===== config.mk =====
export PLATFORM = sky130hd
export DESIGN_NAME = lcpc_fifo
export DESIGN_NICKNAME = d
export VERILOG_FILES = /design/src/loop_current_piecewise_calibration_top_macros.svh /design/src/lcpc_pkg.sv /design/src/lcpc_fifo.sv
export SDC_FILE = /design/constraint.sdc
export NUM_CORES = 1
export LEC_CHECK = 0
export BUFFER_PORTS_ARGS = -buffer_cell sky130_fd_sc_hd__buf_2
export CORE_ASPECT_RATIO = 1.1
export CORE_MARGIN = 2
export CORE_UTILIZATION = 45
export CTS_CLUSTER_DIAMETER = 200
export CTS_CLUSTER_SIZE = 16
export DETAILED_ROUTE_END_ITERATION = 16
export SLEW_MARGIN = 25
export SYNTH_ARGS = -nofsm -noshare
export SYNTH_HDL_FRONTEND = slang
export SYNTH_SLANG_ARGS = --single-unit

===== constraint.sdc =====
create_clock -name clk -period 3.8 [get_ports clk]
set_input_delay 0.57 -clock clk [delete_from_list [all_inputs] [get_ports clk]]
set_output_delay 0.57 -clock clk [all_outputs]
set_load 0.005 [all_outputs]

===== src/loop_current_piecewise_calibration_top_macros.svh =====
// ----------------------------------------------------------------------------
// Assertion macros for the loop current calibration block
// Immediate-implication and next-cycle-implication property wrappers.
// ----------------------------------------------------------------------------
`ifndef LOOP_CURRENT_PIECEWISE_CALIBRATION_TOP_MACROS_SVH
`define LOOP_CURRENT_PIECEWISE_CALIBRATION_TOP_MACROS_SVH
`ifndef SYNTH
`define LCPC_ASSERT_IMPLIES(label, clk, rst_n, a, b) \
	label: assert property (@(posedge clk) disable iff (!rst_n) (a) |-> (b)) \
		else $error("lcpc assertion failed");
`define LCPC_ASSERT_NEXT(label, clk, rst_n, a, b) \
	label: assert property (@(posedge clk) disable iff (!rst_n) (a) |=> (b)) \
		else $error("lcpc assertion failed");
`else
`define LCPC_ASSERT_IMPLIES(label, clk, rst_n, a, b)
`define LCPC_ASSERT_NEXT(label, clk, rst_n, a, b)
`endif
`endif


===== src/lcpc_pkg.sv =====
// ----------------------------------------------------------------------------
// lcpc_pkg
// Shared constants, codes and types of the loop current calibration block.
// ----------------------------------------------------------------------------
package lcpc_pkg;
	localparam int CAL_POINTS_DEF = 5;
	localparam int SAMPLE_W       = 16;
	localparam int IDX_W          = 3;
	localparam int NUM_W          = 40;
	localparam int DEN_W          = 17;
	localparam int DVD_W          = 41;
	localparam int REM_W          = 17;
	localparam int FIFO_DEPTH     = 4;

	localparam logic signed [SAMPLE_W-1:0] ABSENT_MARK = 16'sh8000;

	localparam logic [1:0] ST_OK   = 2'd0;
	localparam logic [1:0] ST_SAT  = 2'd1;
	localparam logic [1:0] ST_ZERO = 2'd2;

	localparam logic [IDX_W-1:0] REG_4MA  = 3'd0;
	localparam logic [IDX_W-1:0] REG_8MA  = 3'd1;
	localparam logic [IDX_W-1:0] REG_12MA = 3'd2;
	localparam logic [IDX_W-1:0] REG_16MA = 3'd3;
	localparam logic [IDX_W-1:0] REG_20MA = 3'd4;

	typedef struct packed {
		logic signed [NUM_W-1:0] num;
		logic signed [DEN_W-1:0] den;
	} lcpc_item_t;

	// milliamps belonging to a calibration slot: 4 * (slot + 1)
	function automatic logic [4:0] slot_ma(input logic [IDX_W-1:0] k);
		return 5'({k, 2'b00}) + 5'd4;
	endfunction
endpackage


===== src/lcpc_fifo.sv =====
// ----------------------------------------------------------------------------
// lcpc_fifo
// Short queue of division jobs between the front and the divider.
// ----------------------------------------------------------------------------
module lcpc_fifo #(
	parameter int DEPTH = lcpc_pkg::FIFO_DEPTH
) (
	input  logic                 clk,
	input  logic                 arst_n,
	input  logic                 push,
	input  lcpc_pkg::lcpc_item_t item_in,
	output logic                 full,
	input  logic                 pop,
	output lcpc_pkg::lcpc_item_t item_out,
	output logic                 not_empty
);
	import lcpc_pkg::*;

	localparam int PW = (DEPTH > 1) ? $clog2(DEPTH) : 1;
	localparam int CW = $clog2(DEPTH + 1);

	lcpc_item_t      mem_q [DEPTH];
	logic [PW-1:0]   wr_q, rd_q;
	logic [CW-1:0]   cnt_q;
	logic            do_push, do_pop;

	assign full      = cnt_q == CW'(DEPTH);
	assign not_empty = cnt_q != '0;
	assign do_push   = push && !full;
	assign do_pop    = pop && not_empty;
	assign item_out  = mem_q[rd_q];

	always_ff @(posedge clk or negedge arst_n) begin
		if (!arst_n) begin
			wr_q  <= '0;
			rd_q  <= '0;
			cnt_q <= '0;
		end else begin
			if (do_push) begin
				wr_q <= (wr_q == PW'(DEPTH - 1)) ? '0 : wr_q + 1'b1;
			end
			if (do_pop) begin
				rd_q <= (rd_q == PW'(DEPTH - 1)) ? '0 : rd_q + 1'b1;
			end
			case ({do_push, do_pop})
				2'b10:   cnt_q <= cnt_q + 1'b1;
				2'b01:   cnt_q <= cnt_q - 1'b1;
				default: cnt_q <= cnt_q;
			endcase
		end
	end

	always_ff @(posedge clk) begin
		if (do_push) begin
			mem_q[wr_q] <= item_in;
		end
	end
endmodule


==> impl_metrics.csv <==
group,metric,value,unit
floorplan,row_count,53,
route,wl_met1,6230,um
clock_network,cts_tree,"done",
synthesis,syn_inst,338,
placed_design,dp_cells,694,
sta,hold_viol,0,
grt,grt_pass1_vias,4229,
placed_design,place_congestion,0.662,
worst_setup_path,endpoint_kind,"output port",
floorplan,die_h,150,um
worst_setup_path,timing.critical_path.slowest_stage_cell,"dfrtp_4",
clock_network,htreeDepth,1,
clock_network,cts_buffers,18,
floorplan,io_pins,120,
worst_hold_path,hold_class,"primary input to flip-flop",
synthesis,ys.flop_type,"edfxtp_1",
pwr,p_per_area,741,mW/mm^2
grt,grt_pass1_wl,23500,um
sta,setup-violations-final,0,
synthesis,synth_area_per_cell,25.7,um^2
placed_design,hpwlAfterDp,8590,um
route,wl_per_cell,21.0,um
worst_setup_path,arrival,2.36,ns
grt,gr-total-overflow,0,
worst_setup_path,rrSetupSlack,1.53,ns
route,antenna_left,0,
grt,grt_max_degree,58,
flow_run,drv_cap,0,
route,drc,0,
worst_hold_path,worstHoldStart,"item_in[12]",
final_layout,final_util,52.9,%
worst_setup_path,worstPathRequired,3.23,ns
placed_design,io_buffers,119,
final_layout,n_antenna_cell,0,
pwr,peakVddDrop,0.385,mV
pwr,p_leak,3.42,nW
worst_setup_path,worstPathMaxFanout,38,
sta,worst_pin_slew,0.911,ns
sta,layout_min_cycle_time,2.93,ns
synthesis,ys_types,21,
final_layout,final_nets,536,
worst_setup_path,crit_chain,"buf_12, mux4_2, buf_2",
sta,rsz0062_at_grt,"false",
synthesis,synth_edf_count,228,
worst_setup_path,r2r_cells,3,
clock_network,root_buffer,"clkbuf_16",
route,wl,15300,um
floorplan,die_w,136,um
synthesis,synth-seq-cells,235,
worst_setup_path,worstSetupPathType,"flip-flop to output port",
grt,grt.total_usage,15.5,%
sta,finClkSkew,0.00657,ns
final_layout,syn2layout_area_growth,16.0,%
clock_network,clk_latency,0.48,ns
clock_network,clock-sinks,235,
worst_hold_path,hold-path-endpoint,"mem_q[1][12]$_DFFE_PP_",
synthesis,synth_most_common_cell,"edfxtp_1",
clock_network,path_clk_slew,0.07,ns
synthesis,synthesis.area,0.00868,mm^2
worst_setup_path,r2r_start,"cnt_q[2]$_DFFE_PN0P_",
synthesis,yosysSeqAreaShare,80.9,%
worst_hold_path,whs_path_depth,1,
sta,drv_slew,0,
clock_network,cts_buffer_depth,3,
worst_setup_path,start_kind,"flip-flop",
sta,holdWs,0.295,ns
final_layout,final_cells,727,
worst_setup_path,cpPeakStageDelay,0.74,ns
route,dr.max_layer_used,"met4",
route,dr_wl_met3,751,um
route,dr_wl_met2,8000,um
status,run_status,"completed",
synthesis,synth_warnings,0,
route,firstDrtPassIters,4,
route,avgViaCountPerCell,5.17,
route,vias,3762,
synthesis,synth.top_cell.area_share,78.9,%
sta,period_share,77.0,%
sta,fmax,342,MHz
floorplan,start_util,45.6,%
synthesis,ys_top_cells_by_count,"edfxtp_1, mux4_2, dfrtp_1, inv_1, ha_1",
grt,antenna_found_initial,0,
sta,setup-tns-final,0,ns
floorplan,die_area,0.0204,mm^2
route,dr.first_iter.drc_count,258,
synthesis,synthArstFlopShare,2.98,%
synthesis,yosys-top-cells-area,"edfxtp_1, mux4_2, dfrtp_1, ha_1, mux2_2",
worst_setup_path,r2r-end,"mem_q[2][0]$_DFFE_PP_",
floorplan,core,0.0190,mm^2
synthesis,syn_nets,406,
synthesis,yosys.area.top_type,"edfxtp_1",
final_layout,drive_gt1_share,43.5,%
sta,slew_headroom,39.3,%
## critical path, delay by kind of cell, from the launching register on
kind	cells	cell delay (ns)
buffers and inverters	2	0.50
multiplexers	1	0.56
flip-flops	1	0.74
## worst max-delay path by stage
stage / from / endpoint / slack [ns] / cells after the start
4_1_cts: rd_q[0]$_DFFE_PN0P_ / item_out[24] / 0.80 / 3
3_3_place_gp: rd_q[0]$_DFFE_PN0P_ / item_out[8] / 1.32 / 3
2_1_floorplan: push / mem_q[0][0]$_DFFE_PP_ / 1.11 / 2
5_1_grt: rd_q[0]$_DFFE_PN0P_ / item_out[8] / 0.70 / 3
6_report: rd_q[0]$_DFFE_PN0P_ / item_out[10] / 0.87 / 3
3_5_place_dp: rd_q[0]$_DFFE_PN0P_ / item_out[10] / 1.33 / 3
## sequential cells by signal, indices dropped and copies added (netlist names)
register,cells
cnt_q,3
mem_q,228
rd_q,2
wr_q,2
## layer usage
metal | up-vias | global-route usage [%]
li1 | 1682 | -
met2 | 81 | 27.2
met4 | 0 | 4.11
met1 | 1978 | 19.8
met5 | - | 0
met3 | 21 | 3.15
## where the power goes
group / internal (W) / total [W] / switching, W
sequential: 0.00343 / 0.00370 / 0.000268
clock: 0.000934 / 0.00175 / 0.000819
combinational: 0.00104 / 0.00200 / 0.000954
## kinds of logic after synthesis
family                     synth area share, %
buffers and inverters                     1.54
adders and majority gates                 1.10
xor gates and xnor gates                 0.303
and+or+nand+nor                          0.692
DFF                                       80.9
muxes                                     15.4
## timing repair
| item | 4_1_cts | 5_1_grt |
|---|---|---|
| endpoints found under the hold margin | 7 | 0 |
| hold buffers | 1 | 0 |
| buffers inserted | 0 | 0 |
| gates resized for setup | 0 | 0 |
| setup endpoints to repair | 0 | 0 |
## final cells by class
type / count / area (um^2)
Clock inverter: 1 / 7.51
Clock buffer: 31 / 520
Tap cell: 247 / 309
Fill cell: 1476 / 8970
Multi-Input combinational cell: 83 / 1530
Sequential cell: 235 / 7030
Inverter: 7 / 26.3
Timing Repair Buffer: 123 / 641
## cell usage in the layout, fill, tap and decap left out, types with 2 or more instances in the layout
| cell | n |
|---|---|
| edfxtp_1 | 228 |
| mux2_2 | 4 |
| inv_1 | 7 |
| and2_4 | 4 |
| buf_2 | 119 |
| buf_4 | 2 |
| mux4_2 | 57 |
| ha_1 | 6 |
| clkbuf_16 | 19 |
| dfrtp_1 | 5 |
| nor2_1 | 3 |
| xor2_1 | 2 |
| clkbuf_1 | 12 |
## stage by stage
step,power (W),setup WS (ns),cell area [um^2]
CTS,0.00761,0.796,10100
global route,0.00787,0.703,10100
detailed placement,0.00585,1.33,9520
floorplan,0.00502,1.11,8680
global placement,0.00580,1.32,9520
finish,0.00745,0.873,10100
(Power assumes the default switching activity.)
