===== src/loop_current_piecewise_calibration_top_macros.svh =====
// ----------------------------------------------------------------------------
// Assertion macros for the loop current calibration block
// Immediate-implication and next-cycle-implication property wrappers.
// ----------------------------------------------------------------------------
`ifndef LOOP_CURRENT_PIECEWISE_CALIBRATION_TOP_MACROS_SVH
`define LOOP_CURRENT_PIECEWISE_CALIBRATION_TOP_MACROS_SVH
`ifndef SYNTH
`define LCPC_ASSERT_IMPLIES(label, clk, rst_n, a, b) \
	label: assert property (@(posedge clk) disable iff (!rst_n) (a) |-> (b)) \
		else $error("lcpc assertion failed");
`define LCPC_ASSERT_NEXT(label, clk, rst_n, a, b) \
	label: assert property (@(posedge clk) disable iff (!rst_n) (a) |=> (b)) \
		else $error("lcpc assertion failed");
`else
`define LCPC_ASSERT_IMPLIES(label, clk, rst_n, a, b)
`define LCPC_ASSERT_NEXT(label, clk, rst_n, a, b)
`endif
`endif


===== src/lcpc_pkg.sv =====
// ----------------------------------------------------------------------------
// lcpc_pkg
// Shared constants, codes and types of the loop current calibration block.
// ----------------------------------------------------------------------------
package lcpc_pkg;
	localparam int CAL_POINTS_DEF = 5;
	localparam int SAMPLE_W       = 16;
	localparam int IDX_W          = 3;
	localparam int NUM_W          = 40;
	localparam int DEN_W          = 17;
	localparam int DVD_W          = 41;
	localparam int REM_W          = 17;
	localparam int FIFO_DEPTH     = 4;

	localparam logic signed [SAMPLE_W-1:0] ABSENT_MARK = 16'sh8000;

	localparam logic [1:0] ST_OK   = 2'd0;
	localparam logic [1:0] ST_SAT  = 2'd1;
	localparam logic [1:0] ST_ZERO = 2'd2;

	localparam logic [IDX_W-1:0] REG_4MA  = 3'd0;
	localparam logic [IDX_W-1:0] REG_8MA  = 3'd1;
	localparam logic [IDX_W-1:0] REG_12MA = 3'd2;
	localparam logic [IDX_W-1:0] REG_16MA = 3'd3;
	localparam logic [IDX_W-1:0] REG_20MA = 3'd4;

	typedef struct packed {
		logic signed [NUM_W-1:0] num;
		logic signed [DEN_W-1:0] den;
	} lcpc_item_t;

	// milliamps belonging to a calibration slot: 4 * (slot + 1)
	function automatic logic [4:0] slot_ma(input logic [IDX_W-1:0] k);
		return 5'({k, 2'b00}) + 5'd4;
	endfunction
endpackage


===== src/lcpc_front.sv =====
// ----------------------------------------------------------------------------
// lcpc_front
// Holds the calibration points, picks the segment and forms the division.
// ----------------------------------------------------------------------------
module lcpc_front #(
	parameter int CAL_POINTS = lcpc_pkg::CAL_POINTS_DEF
) (
	input  logic                                    clk,
	input  logic                                    arst_n,
	input  logic                                    cfg_we,
	input  logic [lcpc_pkg::IDX_W-1:0]              cfg_index,
	input  logic [lcpc_pkg::SAMPLE_W-1:0]           cfg_data,
	input  logic                                    in_valid,
	output logic                                    in_stall,
	input  logic signed [lcpc_pkg::SAMPLE_W-1:0]    raw_sample,
	input  logic                                    q_full,
	output logic                                    q_push,
	output lcpc_pkg::lcpc_item_t                    q_item,
	output logic                                    busy
);
	import lcpc_pkg::*;

	logic signed [SAMPLE_W-1:0] cal_q [5];
	logic [4:0]                 present;
	logic [IDX_W-1:0]           lo_sel, hi_sel;
	logic                       below;

	logic                       v_s1;
	logic signed [SAMPLE_W-1:0] raw_s1, rlo_s1, rhi_s1, r0_s1;
	logic [4:0]                 mlo_s1, mhi_s1;
	logic                       below_s1;
	logic                       adv;

	logic signed [DEN_W-1:0]    den_lin, dif;
	logic signed [22:0]         p1, p2, psum;

	always_ff @(posedge clk or negedge arst_n) begin
		if (!arst_n) begin
			cal_q[0] <= 16'sd1000;
			cal_q[1] <= ABSENT_MARK;
			cal_q[2] <= ABSENT_MARK;
			cal_q[3] <= ABSENT_MARK;
			cal_q[4] <= 16'sd5000;
		end else if (cfg_we) begin
			case (cfg_index)
				REG_4MA:  cal_q[0] <= cfg_data;
				REG_8MA:  cal_q[1] <= cfg_data;
				REG_12MA: cal_q[2] <= cfg_data;
				REG_16MA: cal_q[3] <= cfg_data;
				REG_20MA: cal_q[4] <= cfg_data;
				default: ;
			endcase
		end
	end

	// end points always count; optional ones only within the slot budget
	always_comb begin
		logic             found;
		logic             ext;
		logic [IDX_W-1:0] prev;
		present = 5'b10001;
		for (int k = 1; k < 4; k++) begin
			present[k] = ((k - 1) < (CAL_POINTS - 2)) && (cal_q[k] != ABSENT_MARK);
		end
		ext    = raw_sample > cal_q[4];
		found  = 1'b0;
		prev   = REG_4MA;
		lo_sel = REG_4MA;
		hi_sel = REG_20MA;
		for (int k = 1; k < 5; k++) begin
			if (present[k]) begin
				// past the last point only the last segment applies
				if (!found && (k == 4 || (!ext && raw_sample <= cal_q[k]))) begin
					found  = 1'b1;
					lo_sel = prev;
					hi_sel = 3'(k);
				end
				prev = 3'(k);
			end
		end
		below = raw_sample < cal_q[0];
	end

	assign adv      = !v_s1 || !q_full;
	assign q_push   = v_s1 && !q_full;
	assign in_stall = v_s1 && q_full;
	assign busy     = v_s1;

	always_ff @(posedge clk or negedge arst_n) begin
		if (!arst_n) begin
			v_s1 <= 1'b0;
		end else if (adv) begin
			v_s1 <= in_valid;
		end
	end

	always_ff @(posedge clk) begin
		if (adv && in_valid) begin
			raw_s1   <= raw_sample;
			rlo_s1   <= cal_q[lo_sel];
			rhi_s1   <= cal_q[hi_sel];
			r0_s1    <= cal_q[0];
			mlo_s1   <= slot_ma(lo_sel);
			mhi_s1   <= slot_ma(hi_sel);
			below_s1 <= below;
		end
	end

	// numerator: mlo*den*2^16 + (raw-rlo)*(mhi-mlo)*2^16, or raw*2^18 if below
	always_comb begin
		den_lin = DEN_W'(rhi_s1) - DEN_W'(rlo_s1);
		dif     = DEN_W'(raw_s1) - DEN_W'(rlo_s1);
		p1      = 23'(den_lin) * 23'(signed'({1'b0, mlo_s1}));
		p2      = 23'(dif) * 23'(signed'({1'b0, mhi_s1 - mlo_s1}));
		psum    = p1 + p2;
		if (below_s1) begin
			q_item.num = NUM_W'(raw_s1) <<< 18;
			q_item.den = DEN_W'(r0_s1);
		end else begin
			q_item.num = NUM_W'(psum) <<< 16;
			q_item.den = den_lin;
		end
	end
endmodule


===== config.mk =====
export PLATFORM = sky130hd
export DESIGN_NAME = lcpc_front
export DESIGN_NICKNAME = d
export VERILOG_FILES = /design/src/loop_current_piecewise_calibration_top_macros.svh /design/src/lcpc_pkg.sv /design/src/lcpc_front.sv
export SDC_FILE = /design/constraint.sdc
export NUM_CORES = 1
export LEC_CHECK = 0
export BUFFER_PORTS_ARGS = -buffer_cell sky130_fd_sc_hd__buf_2
export CAP_MARGIN = 20
export CORE_MARGIN = 2
export CORE_UTILIZATION = 52
export CTS_CLUSTER_DIAMETER = 80
export CTS_CLUSTER_SIZE = 20
export DETAILED_ROUTE_END_ITERATION = 10
export PLACE_DENSITY = 0.7
export SETUP_SLACK_MARGIN = 0.3
export SLEW_MARGIN = 40
export SYNTH_ARGS = -nofsm -noshare
export SYNTH_HDL_FRONTEND = slang
export SYNTH_SLANG_ARGS = --single-unit

===== constraint.sdc =====
create_clock -name clk -period 11.59 [get_ports clk]
set_clock_uncertainty 0.05 [all_clocks]
set_input_delay 0 -clock clk [delete_from_list [all_inputs] [get_ports clk]]
set_output_delay 0 -clock clk [all_outputs]
set_load 0.05 [all_outputs]

==> results_dict.tcl, run 1 <==
set metrics [dict create \
    tns_ns 0 \
    first_global_vias 12600 \
    fin_hold_ws_ns 0.00856 \
    slew_viol_final 0 \
    io_pins 100 \
    avgSynthCellArea_sq_um 9.21 \
    startpoint_type "register" \
    htreeDepth 4 \
    cts_buffers 17 \
    fin_crit_ns 8.11 \
    synth_area_leaders "ha_1 17%, edfxtp_1 14%, dfrtp_1 11%" \
    routabilityCongestion 0.891 \
    rsz0062_at_grt "false" \
    status "completed" \
    num_antenna_cells 0 \
    dieWidth_um 176 \
    tritoncts "built" \
    synthToLayoutAreaGrowth_pct 11.0 \
    endpoint_kind "primary output" \
    fmax_ghz 0.123 \
    grt_overflow 0 \
    dr_total_vias 12800 \
    clock_latency_ns 0.44 \
    yosysUniqueCellTypes 84 \
    worst_pin_slew_ns 0.787 \
    synth_warnings 0 \
    synth_ff_type "edfxtp_1" \
    start_util 0.532 \
    wl_mm 40.4 \
    slowest_stage "fa_1" \
    synth-edff-count 71 \
    die_y_um 176 \
    via_per_inst 5.92 \
    max-cap-violations 0 \
    crit_top_cell "fa_1" \
    drt-pass1-iter-count 8 \
    crit_type "register to primary output" \
    grt_max_degree 74 \
    hold_violations 0 \
    grt_first_pass_wirelength_mm 65.4 \
    worstHoldPathType "input pin to asynchronous set/reset pin" \
    dp_hpwl_mm 31.6 \
    setup_viol 0 \
    drt_iter0_drc 1120 \
    grt_antenna_before_repair 0 \
    cp_max_fo 7 \
    synth.most_common_cell "inv_1" \
    seq_area_frac_synth 0.271 \
    drc 0 \
    postSynth.asyncResetShare 0.533 \
    synth_top_area_frac 0.170 \
    fp-row-count 62 \
    n_fill_cell 2544 \
    nets 2077 \
    required_ns 11.54 \
    cts_setup_buffers 0 \
    synthCells 1671 \
    synth_seq_cells 152 \
    cpPeakStageDelay_ns 0.55 \
    slew_headroom 0.475 \
    fin_crit_sh 0.700 \
    antenna_left 0 \
    portBuffers 81 \
    core_region_area_sq_um 28900 \
    cts.clk_slew.worst_paths_ns 0.07 \
    crit_arrival_ns 8.06 \
    ys_top_cells_by_count "228 x inv_1, 209 x ha_1, 167 x nand2_1" \
    post-synth-top-area-cell "ha_1" \
    clock_path_buffers 2 \
    clock_sinks 152 \
    drive_gt1_frac 0.124 \
    die_area_sq_um 31000 \
    syn-cell-area_sq_um 15400 \
    wire_per_inst_um 18.8 \
    track_usage 0.267 \
    cts-root-buf "clkbuf_16" \
]
==> final timing paths <==
check | cells after the start | slack (ns) | endpoint | start
setup / recovery | 28 | 3.48 | q_item[56] | rlo_s1[1]
hold / removal | 2 | 0.009 | cal_q[0] | arst_n
setup reg to reg | 12 | 7.35 | rhi_s1[1] | cal_q[38]
hold reg to reg | 0 | 0.47 | r0_s1[2] | cal_q[66]
max in group asynchronous | 3 | 10.44 | cal_q[45] | arst_n
min in group clk | 5 | 0.12 | cal_q[3] | cfg_index[1]
==> logic make-up (layout without fill, tap and decap cells) <==
logic type                 Yosys count  after routing  synth area share
xor gates and xnor gates            49             49            0.0279
DFF                                152            152             0.271
muxes                               55             55            0.0389
and+or+nand+nor                    426            426             0.135
AOI/OAI and AO/OA                  395            395             0.179
other                                1             18          0.000244
adders and majority gates          280            280             0.262
buffers and inverters              313            395            0.0847
==> metal layers <==
metal,vias up,GRT usage,part of all wire
li1,6058,-,-
met1,6222,0.363,0.44
met2,422,0.458,0.49
met3,57,0.0334,0.059
met4,0,0.0596,0.017
met5,-,0,0
==> area by class of cell <==
cell class	count	area, sq um	share of cell area
clock inverters	15	156	0.00916
inverters	229	860	0.0503
multi-input cells	1223	10100	0.589
well taps	384	480	0.0281
flip-flops and latches	152	4180	0.245
repair buffers	134	920	0.0539
clock buffers	17	425	0.0249
==> worst max-delay path, delay by kind of cell, from the launching register on <==
family / cells / cell delay (ns)
buf+inv: 4 / 0.51
simple gates: 5 / 0.72
xor+xnor: 1 / 0.11
flops: 1 / 0.42
fa+ha+maj: 7 / 3.07
compound gates: 10 / 2.62
mux: 1 / 0.16
==> state kept, by name, summed over array words and instances, names as in the netlist <==
name,count
below_s1,1
raw_s1,16
r0_s1,16
rlo_s1,16
mhi_s1,3
mlo_s1,3
busy,1
cal_q,80
rhi_s1,16
==> metrics by stage <==
stage	instance area (sq um)	cells	util	worst slack, ns
after CTS	17100	2153	0.590	3.50
final	17100	2154	0.590	3.48
after global placement	16100	2082	0.555	4.21
after global routing	17100	2154	0.590	3.02
after detailed placement	16100	2086	0.557	3.95
after floorplan	15400	1688	-	3.80
==> cell usage in the layout, fill, tap and decap left out, types with 12 or more instances in the layout <==
cell	count
a211oi_1	23
a21o_1	31
a21oi_1	72
a221o_1	16
a22o_1	16
a311oi_1	18
and2_1	49
buf_2	80
buf_4	15
clkbuf_16	17
conb_1	18
dfrtp_1	67
dfstp_2	14
dlygate4sd3_1	35
edfxtp_1	71
fa_1	71
ha_1	209
inv_1	228
mux2_2	38
mux2i_1	17
nand2_1	167
nand3_1	19
nand4_1	13
nor2_1	75
nor3_1	16
nor4_1	16
o21a_1	12
o21ai_0	105
o221ai_1	32
xnor2_1	25
xor2_1	24
==> what timing repair did <==
item	in CTS	in global routing
hold buffers	35	0
resized for setup	0	0
hold endpoints to repair	130	0
Power of run 1 is not shown: default switching activity piles up to over one toggle a cycle in this logic, so the estimate is an artifact.
==> run 2: changes to the inputs <==
- clock period: 11.59 -> 7.5 ns (I/O delays scaled with it)
==> results_dict.tcl, run 2 (synthesis gave the netlist of run 1 again) <==
set metrics [dict create \
    status "completed" \
    num_antenna_cells 0 \
    start_util 0.532 \
    dp_hpwl_mm 31.8 \
    tritoncts "built" \
    io_pins 100 \
    clock_latency_ns 0.44 \
    clock_sinks 152 \
    drive_gt1_frac 0.167 \
    fin_crit_sh 0.988 \
    track_usage 0.269 \
    drt-pass1-iter-count 5 \
    most-common-layout-cells "224 x inv_1, 200 x ha_1, 165 x nand2_1, 100 x o21ai_0, 76 x buf_2" \
    cpPeakStageDelay_ns 0.55 \
    startpoint_type "register" \
    die_y_um 176 \
    slew_headroom 0.436 \
    critPathTopFamily "adder cells" \
    htreeDepth 4 \
    drt_iter0_drc 927 \
    crit_type "register to primary output" \
    dr_total_vias 12900 \
    worstHoldPathType "input pin to asynchronous set/reset pin" \
    die_area_sq_um 31000 \
    via_per_inst 5.93 \
    final_common_cell "inv_1" \
    cts_buffers 17 \
    drc 0 \
    grt_max_degree 74 \
    wl_mm 41.0 \
    required_ns 7.45 \
    cp_max_fo 4 \
    antenna_left 0 \
    worst_pin_slew_ns 0.840 \
    slowest_stage "fa_1" \
    cts-root-buf "clkbuf_16" \
    first_global_vias 12800 \
    endpoint_kind "primary output" \
    grt_antenna_before_repair 0 \
    slew_viol_final 0 \
    routabilityCongestion 0.913 \
    cts.clk_slew.worst_paths_ns 0.07 \
    largest_reg_flops 80 \
    placed_area_sq_um 16300 \
    stdcell_area_sq_um 17800 \
    r2r_slack_ns 3.44 \
    dieWidth_um 176 \
    max-cap-violations 0 \
    crit_top_cell "fa_1" \
    crit_arrival_ns 7.36 \
    portBuffers 81 \
    largest-register "cal_q" \
    core_region_area_sq_um 28900 \
    fp-row-count 62 \
    fin_crit_ns 7.41 \
    grt_overflow 0 \
    nets 2105 \
    clock_path_buffers 2 \
    hold_violations 0 \
    wire_per_inst_um 18.8 \
    fmax_ghz 0.135 \
    critPathBufInv 3 \
    rsz0062_at_grt "true" \
    synthToLayoutAreaGrowth_pct 15.4 \
    setup_viol 0 \
    grt_first_pass_wirelength_mm 65.6 \
]
==> run 2: stage by stage <==
stage,hold WS (ns),TNS [ns],instances,worst slack (ns),util
4_1_cts,0.0502,0,2168,0.0837,0.603
3_5_place_dp,-0.0149,-0.255,2096,-0.128,0.562
2_1_floorplan,-0.346,0,1688,0.214,-
5_1_grt,0.0925,-0.430,2182,-0.215,0.614
3_3_place_gp,-0.0190,0,2092,0.117,0.559
6_report,0.0359,0,2182,0.0901,0.614
==> run 2: path summary, 6_finish.rpt <==
path | start | endpoint | cells past startpoint
worst max-delay path | raw_s1[1] | q_item[56] | 27
worst min-delay path | arst_n | cal_q[51] | 2
worst max register to register | cal_q[15] | rhi_s1[15] | 11
worst min register to register | cal_q[78] | r0_s1[14] | 0
max in group asynchronous | arst_n | cal_q[73] | 3
min in group clk | cfg_index[1] | cal_q[3] | 5
==> run 2: area by class of cell <==
class / instances / area [sq um]
fillers: 2452 / 11200
multi-input cells: 1223 / 10400
flip-flops and latches: 152 / 4180
repair buffers: 162 / 1180
inverters: 229 / 860
well taps: 384 / 480
clock buffers: 17 / 425
clock inverters: 15 / 210
==> run 2: what timing repair did <==
item | CTS | global route
endpoints found under the hold margin | 139 | 0
hold buffers | 35 | 0
setup buffers | 5 | 13
pin swaps | 41 | 31
endpoints found under the setup margin | 8 | 8
gates cloned | 0 | 0
resized for setup | 31 | 41
==> run 2: routing by layer <==
layer,wire length (um),part of all wire,track usage,vias up
met4,1170,0.029,0.0885,0
met1,17800,0.43,0.362,6298
met5,0,0,0,-
li1,-,-,-,6110
met2,19600,0.48,0.454,462
met3,2390,0.058,0.0319,79
Power of run 2 is left out for the same reason.
